[src/hw/rtl/rts_pkg.sv]
// Shared types and constants for the rational timebase scaler.
package rts_pkg;

	localparam int unsigned TIME_W  = 64;
	localparam int unsigned SCALE_W = 32;
	localparam int unsigned CFG_IDX_W = 1;

	// Configuration register indexes
	localparam logic [CFG_IDX_W-1:0] CFG_NUMERATOR   = 1'b0;
	localparam logic [CFG_IDX_W-1:0] CFG_DENOMINATOR = 1'b1;

	// Divider request: start pulse with operands
	typedef struct packed {
		logic               start;
		logic [TIME_W-1:0]  dividend;
		logic [SCALE_W-1:0] divisor;
	} rts_div_req_t;

	// Divider status and results
	typedef struct packed {
		logic               busy;
		logic               done;
		logic [TIME_W-1:0]  quotient;
		logic [SCALE_W-1:0] remainder;
	} rts_div_rsp_t;

endpackage

[src/hw/rtl/rts_if.sv]
// Valid/ready stream interfaces for raw samples and scaled results.
interface rts_raw_if
	import rts_pkg::*;
	();
	logic              valid;
	logic              ready;
	logic [TIME_W-1:0] raw_time;

	modport source (output valid, output raw_time, input ready);
	modport sink   (input valid, input raw_time, output ready);
endinterface

interface rts_scaled_if
	import rts_pkg::*;
	();
	logic              valid;
	logic              ready;
	logic [TIME_W-1:0] scaled_time;

	modport source (output valid, output scaled_time, input ready);
	modport sink   (input valid, input scaled_time, output ready);
endinterface

[src/hw/rtl/rts_div.sv]
// Restoring bit-serial divider: 64-bit dividend by 32-bit divisor, one bit per cycle.
module rts_div
	import rts_pkg::*;
(
	input  logic         clk,
	input  logic         arst_n,
	input  rts_div_req_t req,
	output rts_div_rsp_t rsp
);

	localparam int unsigned CNT_W = $clog2(TIME_W);

	logic                busy_q;
	logic                done_q;
	logic [CNT_W-1:0]    cnt_q;
	logic [TIME_W-1:0]   quo_q;
	logic [SCALE_W-1:0]  rem_q;
	logic [SCALE_W-1:0]  dvs_q;
	logic [SCALE_W:0]    trial;
	logic [SCALE_W:0]    diff;
	logic                fits;

	// Shift in the next dividend bit and try the subtraction
	assign trial = {rem_q, quo_q[TIME_W-1]};
	assign diff  = trial - {1'b0, dvs_q};
	assign fits  = (trial >= {1'b0, dvs_q});

	// Control: count quotient bits, pulse done after the last one
	always_ff @(posedge clk or negedge arst_n) begin
		if (!arst_n) begin
			busy_q <= 1'b0;
			done_q <= 1'b0;
			cnt_q  <= '0;
		end else begin
			done_q <= 1'b0;
			if (req.start) begin
				busy_q <= 1'b1;
				cnt_q  <= '0;
			end else if (busy_q) begin
				cnt_q <= cnt_q + 1'b1;
				if (cnt_q == CNT_W'(TIME_W - 1)) begin
					busy_q <= 1'b0;
					done_q <= 1'b1;
				end
			end
		end
	end

	// Datapath: load operands, then advance one quotient bit a cycle
	always_ff @(posedge clk) begin
		if (req.start) begin
			quo_q <= req.dividend;
			rem_q <= '0;
			dvs_q <= req.divisor;
		end else if (busy_q) begin
			quo_q <= {quo_q[TIME_W-2:0], fits};
			rem_q <= fits ? diff[SCALE_W-1:0] : trial[SCALE_W-1:0];
		end
	end

	assign rsp.busy      = busy_q;
	assign rsp.done      = done_q;
	assign rsp.quotient  = quo_q;
	assign rsp.remainder = rem_q;

endmodule

[src/hw/rtl/rational_timebase_scaler.sv]
// Top level of the rational timebase scaler: raw counter samples in, scaled count out.
//
// Channels: raw carries one 64-bit raw counter sample per request; scaled
// returns exactly one 64-bit result per request. Both use valid/ready and a
// request moves when valid and ready are high at a rising edge of clk.
// Configuration: cfg_we writes cfg_data into the numerator (index 0) or the
// denominator (index 1); write only while no request is in flight.
// Operation: when numerator equals denominator the sample is loaded
// unchanged into the output register as it is accepted.
// Otherwise a request runs a shift-and-add multiply (one numerator bit a
// cycle), then a restoring division (one quotient bit a cycle), then the
// count update and the output load. One request is worked at a time; the
// next one is accepted once the block is idle.
// Reset (arst_n low): numerator and denominator return to 1, stored sample
// and remainder to 0, scaled count to 1, output register empty.
// Stall: a result waits in the output register while scaled.ready is low;
// raw.ready stays low until the output register can take the next result.
module rational_timebase_scaler
	import rts_pkg::*;
(
	input  logic                 clk,
	input  logic                 arst_n,
	rts_raw_if.sink              raw,
	rts_scaled_if.source         scaled,
	input  logic                 cfg_we,
	input  logic [CFG_IDX_W-1:0] cfg_index,
	input  logic [SCALE_W-1:0]   cfg_data
);

	localparam int unsigned MUL_CNT_W = $clog2(SCALE_W);

	localparam logic [1:0] ST_IDLE = 2'd0;
	localparam logic [1:0] ST_MUL  = 2'd1;
	localparam logic [1:0] ST_DIV  = 2'd2;
	localparam logic [1:0] ST_FIN  = 2'd3;

	logic [1:0]            state_q;
	logic [SCALE_W-1:0]    num_q;
	logic [SCALE_W-1:0]    den_q;
	logic [TIME_W-1:0]     prev_q;
	logic [SCALE_W-1:0]    rem_q;
	logic [TIME_W-1:0]     count_q;
	logic [TIME_W-1:0]     mcand_q;
	logic [SCALE_W-1:0]    mplier_q;
	logic [TIME_W-1:0]     acc_q;
	logic [TIME_W-1:0]     acc_d;
	logic [MUL_CNT_W-1:0]  mcnt_q;
	logic                  out_valid_q;
	logic [TIME_W-1:0]     out_data_q;
	logic                  in_take;
	logic                  out_free;
	logic                  passthru;
	logic [SCALE_W-1:0]    divisor;
	rts_div_req_t          div_req;
	rts_div_rsp_t          div_rsp;

	// Handshake
	assign out_free  = !out_valid_q || scaled.ready;
	assign raw.ready = (state_q == ST_IDLE) && out_free;
	assign in_take   = raw.valid && raw.ready;
	assign passthru  = (num_q == den_q);

	// A zero denominator divides by one
	assign divisor = (den_q == '0) ? SCALE_W'(1) : den_q;

	// Multiply step: add the shifted elapsed value for each set numerator bit
	assign acc_d = mplier_q[0] ? (acc_q + mcand_q) : acc_q;

	// Start the divider on the last multiply step
	assign div_req.start    = (state_q == ST_MUL) && (mcnt_q == MUL_CNT_W'(SCALE_W - 1));
	assign div_req.dividend = acc_d;
	assign div_req.divisor  = divisor;

	rts_div u_div (
		.clk    (clk),
		.arst_n (arst_n),
		.req    (div_req),
		.rsp    (div_rsp)
	);

	// Configuration registers
	always_ff @(posedge clk or negedge arst_n) begin
		if (!arst_n) begin
			num_q <= SCALE_W'(1);
			den_q <= SCALE_W'(1);
		end else if (cfg_we) begin
			unique case (cfg_index)
				CFG_NUMERATOR:   num_q <= cfg_data;
				CFG_DENOMINATOR: den_q <= cfg_data;
				default:         ;
			endcase
		end
	end

	// Sequencer and scaler state
	always_ff @(posedge clk or negedge arst_n) begin
		if (!arst_n) begin
			state_q <= ST_IDLE;
			mcnt_q  <= '0;
			prev_q  <= '0;
			rem_q   <= '0;
			count_q <= TIME_W'(1);
		end else begin
			unique case (state_q)
				ST_IDLE: begin
					if (in_take && !passthru) begin
						prev_q  <= raw.raw_time;
						mcnt_q  <= '0;
						state_q <= ST_MUL;
					end
				end
				ST_MUL: begin
					mcnt_q <= mcnt_q + 1'b1;
					if (div_req.start) begin
						state_q <= ST_DIV;
					end
				end
				ST_DIV: begin
					if (div_rsp.done) begin
						count_q <= count_q + div_rsp.quotient;
						rem_q   <= div_rsp.remainder;
						state_q <= ST_FIN;
					end
				end
				ST_FIN: begin
					if (out_free) begin
						state_q <= ST_IDLE;
					end
				end
				default: state_q <= ST_IDLE;
			endcase
		end
	end

	// Multiplier datapath: load elapsed ticks and numerator, shift each cycle of the multiply state
	always_ff @(posedge clk) begin
		if (in_take) begin
			mcand_q  <= raw.raw_time - prev_q;
			mplier_q <= num_q;
			acc_q    <= {{(TIME_W - SCALE_W){1'b0}}, rem_q};
		end else if (state_q == ST_MUL) begin
			mcand_q  <= {mcand_q[TIME_W-2:0], 1'b0};
			mplier_q <= {1'b0, mplier_q[SCALE_W-1:1]};
			acc_q    <= acc_d;
		end
	end

	// Output register: load pass-through samples or finished counts, drop on take
	always_ff @(posedge clk or negedge arst_n) begin
		if (!arst_n) begin
			out_valid_q <= 1'b0;
		end else if ((in_take && passthru) || ((state_q == ST_FIN) && out_free)) begin
			out_valid_q <= 1'b1;
		end else if (scaled.ready) begin
			out_valid_q <= 1'b0;
		end
	end

	always_ff @(posedge clk) begin
		if (in_take && passthru) begin
			out_data_q <= raw.raw_time;
		end else if ((state_q == ST_FIN) && out_free) begin
			out_data_q <= count_q;
		end
	end

	assign scaled.valid       = out_valid_q;
	assign scaled.scaled_time = out_data_q;

	// Accept requests only when idle
	a_ready_idle: assert property (@(posedge clk) disable iff (!arst_n)
		raw.ready |-> (state_q == ST_IDLE))
		else $error("request accepted while busy");

	// Never restart the divider while it works
	a_div_start: assert property (@(posedge clk) disable iff (!arst_n)
		div_req.start |-> !div_rsp.busy)
		else $error("divider started while busy");

	// Divider finishes only while the sequencer waits for it
	a_div_done: assert property (@(posedge clk) disable iff (!arst_n)
		div_rsp.done |-> (state_q == ST_DIV))
		else $error("unexpected divider completion");

	// Remainder stays below the divisor
	a_rem_range: assert property (@(posedge clk) disable iff (!arst_n)
		div_rsp.done |-> (div_rsp.remainder < divisor))
		else $error("remainder out of range");

	// Output data holds while a result waits
	a_out_hold: assert property (@(posedge clk) disable iff (!arst_n)
		(out_valid_q && !scaled.ready) |=> $stable(out_data_q))
		else $error("waiting result changed");

endmodule

[src/flat_wrapper.sv]
// flat-port wrapper written by rule: the top's interface ports become plain ports
module rational_timebase_scaler_flat import rts_pkg::*;
  (clk, arst_n, cfg_we, cfg_index, cfg_data, raw_valid, raw_raw_time, raw_ready, scaled_valid, scaled_scaled_time, scaled_ready);
  rts_raw_if raw_i ();
  rts_scaled_if scaled_i ();
  input  logic clk;
  input  logic arst_n;
  input  logic cfg_we;
  input  logic [CFG_IDX_W-1:0] cfg_index;
  input  logic [SCALE_W-1:0] cfg_data;
  input wire logic [$bits(raw_i.valid)-1:0] raw_valid;
  input wire logic [$bits(raw_i.raw_time)-1:0] raw_raw_time;
  output wire logic [$bits(raw_i.ready)-1:0] raw_ready;
  output wire logic [$bits(scaled_i.valid)-1:0] scaled_valid;
  output wire logic [$bits(scaled_i.scaled_time)-1:0] scaled_scaled_time;
  input wire logic [$bits(scaled_i.ready)-1:0] scaled_ready;
  assign raw_i.valid = raw_valid;
  assign raw_i.raw_time = raw_raw_time;
  assign raw_ready = raw_i.ready;
  assign scaled_valid = scaled_i.valid;
  assign scaled_scaled_time = scaled_i.scaled_time;
  assign scaled_i.ready = scaled_ready;
  rational_timebase_scaler u_core (.clk(clk), .arst_n(arst_n), .raw(raw_i), .scaled(scaled_i), .cfg_we(cfg_we), .cfg_index(cfg_index), .cfg_data(cfg_data));
endmodule
[config.mk]
export PLATFORM = sky130hd
export DESIGN_NAME = rational_timebase_scaler_flat
export DESIGN_NICKNAME = d
export VERILOG_FILES = /design/src/hw/rtl/rts_pkg.sv /design/src/hw/rtl/rts_if.sv /design/src/hw/rtl/rts_div.sv /design/src/hw/rtl/rational_timebase_scaler.sv /design/src/flat_wrapper.sv
export SDC_FILE = /design/constraint.sdc
export NUM_CORES = 2
export LEC_CHECK = 0
export ABC_AREA = 0
export ABC_CLOCK_PERIOD_IN_PS = 4600
export BUFFER_PORTS_ARGS = -buffer_cell sky130_fd_sc_hd__buf_4
export CAP_MARGIN = 20
export CORE_MARGIN = 3
export CORE_UTILIZATION = 50
export DETAILED_ROUTE_END_ITERATION = 8
export PLACE_DENSITY = 0.81
export SLEW_MARGIN = 20
export SYNTH_ARGS = -nofsm -noshare
export SYNTH_HDL_FRONTEND = slang
export SYNTH_HIERARCHICAL = 1
export SYNTH_SLANG_ARGS = --single-unit
[constraint.sdc]
create_clock -name clk -period 4.6 [get_ports clk]
set_input_delay 0.69 -clock clk [delete_from_list [all_inputs] [get_ports clk]]
set_output_delay 0.69 -clock clk [all_outputs]
set_load 0.01 [all_outputs]
==> summary.txt <==
clk_lat worst skew -> 0.62 ns
largest net degree at the start of global routing -> 166
Reg clk slew, reported paths -> 0.06 ns
most frequent cells in the layout -> 615 x nand2_1, 296 x o21ai_0, 288 x edfxtp_1
die width -> 281 um
Layout fillers -> 6302
CTS Hold Bufs -> 0
via count -> 29958
area grow syn2layout -> 11.4%
unrepaired setup endpoints after global routing -> no
global-route wire length before repair -> 153 mm
Detailed Place HPWL -> 72.2 mm
max layer used -> met4
routed len/inst -> 19.6 um
Cell Rows -> 100
clock skew -> 0.0312 ns
leak pwr -> 17.8 nW
Arr. time, crit path -> 4.63 ns
CTS Buffer Depth -> 3
met3 wire len -> 7.71 mm
Routed WL -> 98.2 mm
drt drc -> 0
initial antenna violation count -> 0
Post-CTS Setup Inserts -> 0
Avg Cell Area, Syn -> 9.56 um2
critical path's slowest cell -> dfstp_2
crit-path max FO -> 4
DR iter-0 viols -> 2696
Finished Layout Cells -> 5010
Initial Util -> 50.5%
share of cells above drive strength 1 -> 15.8%
R2R Path Start -> u_core/count_q[0]
clk sinks -> 592
Post-Place Cells -> 4887
routed metal-1 wirelength -> 44.4 mm
final period utilization -> 91.1%
fin crit period -> 4.19 ns
critical-path cell list -> ha_1 -> fa_1 -> nand3_1 -> a211oi_2 -> o311ai_2 -> a211oi_1 -> o211ai_1 -> o21ai_1 -> a311oi_1 -> buf_4 -> o41ai_1 -> xnor2_1 -> o21ai_0
Die Ht -> 281 um
Setup Viol. Count Final -> 0
n_diodes -> 0
Final Max Slew Viols -> 0
MaxCap Viol Count -> 0
commonest non-fill, non-tap cell in the layout -> nand2_1
Worst-Margin Slew -> 1.00 ns
root buf cell -> clkbuf_16
Worst Path Required -> 5.04 ns
syn nets -> 4275
total number of yosys warnings -> 6
status -> completed
core footprint -> 74600 um2
Util after Layout -> 56.3%
share of power burned in the clock network -> 45.0%
worst reg2reg setup slack -> 0.41 ns
Flop pwr share -> 46.7%
Power Dens Cells -> 294 nW/um2
Pint -> 9.39 mW
f_max -> 239 MHz
clock buffer count from CTS -> 67
Reg2Reg Depth -> 13
Worst path max stage delay -> 0.54 ns
# H-tree levels -> 3
Buffers on Ports -> 167
TritonCTS clock tree -> yes
critical path endpoint category -> flip-flop
Final TNS setup -> 0 ns
DR WL met2 -> 43.0 mm
Net Sw Power -> 2.96 mW
die area -> 78700 um2
Synth Instances -> 3941
DRT Pass-1 Iters -> 6
number of vias per cell -> 5.98
number of global-route vias before repair -> 28152
maximum VDD drop -> 0.277 mV
hold_ws -> 0.0425 ns
RePlAce Congestion -> 0.949
Sw Share -> 24.0%
Rel. slew slack -> 32.7%
gr ovfl total -> 0
Critical Path Source Type -> flip-flop
Mapped Area -> 37700 um2
Worst Hold Class -> primary input to asynchronous set/reset pin
Comb pwr share -> 8.3%
end of the worst register-to-register path -> u_core/count_q[62]
Final #Nets -> 4321
Tot GR Track Use -> 24.3%
final-report hold violation count -> 0
Post-CTS Resized -> 0
Ports -> 168
Crit Path Class -> flip-flop to flip-flop
Routed Antenna Nets -> 0
[power by group through the flow]
stage	Clock, mW	Sequential [mW]	Combinational, mW
floorplan	0	5.82	0.697
global placement	0	5.86	0.987
detailed placement	0	5.86	1.00
CTS	5.66	5.76	1.02
global route	5.88	5.77	1.12
finish	5.56	5.76	1.03
[worst max-delay path, delay by kind of cell (launching register included)]
| kind | cells | cell delay [ns] |
|---|---|---|
| buffers and inverters | 1 | 0.20 |
| AO/OA/AOI/OAI | 8 | 2.43 |
| XOR/XNOR | 1 | 0.17 |
| adder cells (fa/ha/maj) | 2 | 0.52 |
| AND/OR/NAND/NOR | 1 | 0.16 |
| flip-flops | 1 | 0.54 |
[area by class of cell]
cell class	instances	area [um2]	share of cell area (%)
clock inverters	35	420	1.00
flip-flops and latches	592	15900	38.0
clock buffers	88	1870	4.45
multi-input cells	2962	20300	48.3
well taps	969	1210	2.89
repair buffers	202	1660	3.96
inverters	162	608	1.45
[worst max-delay path by stage]
stage | from | depth (start not counted) | to
finish | u_core/count_q[0] | 13 | u_core/count_q[62]
global route | u_core/count_q[0] | 13 | u_core/count_q[62]
CTS | u_core/count_q[0] | 13 | u_core/count_q[62]
global placement | raw_raw_time[0] | 14 | u_core/mcand_q[62]
floorplan | u_core/state_q[1] | 7 | u_core/u_div/quo_q[0]
detailed placement | raw_raw_time[0] | 14 | u_core/mcand_q[62]
[metal layers]
metal,track usage (%),up-vias
li1,-,14341
met1,34.5,14303
met2,37.4,1123
met3,4.41,191
met4,8.43,0
met5,0,-
[flip-flops by register name (all words and copies together), names as in the netlist]
| name | cells |
|---|---|
| u_core/u_div/quo_q | 64 |
| u_core/mcand_q | 64 |
| u_core/acc_q | 64 |
| u_core/u_div/done_q | 1 |
| u_core/mcnt_q | 5 |
| u_core/u_div/dvs_q | 32 |
| u_core/state_q | 2 |
| u_core/den_q | 32 |
| u_core/u_div/cnt_q | 6 |
| u_core/scaled.valid | 1 |
| u_core/scaled.scaled_time | 64 |
| u_core/prev_q | 64 |
| u_core/rem_q | 32 |
| u_core/u_div/busy_q | 1 |
| u_core/mplier_q | 32 |
| u_core/num_q | 32 |
| u_core/count_q | 64 |
| u_core/u_div/rem_q | 32 |
[stage by stage]
stage	area [um2]	setup slack, ns	total power, mW
2_1_floorplan	37700	0.577	6.52
3_3_place_gp	39700	0.283	6.84
3_5_place_dp	39700	0.269	6.87
4_1_cts	42000	0.513	12.4
5_1_grt	42000	0.243	12.8
6_report	42000	0.409	12.3
No activity file was read; power rests on OpenSTA's default activity.
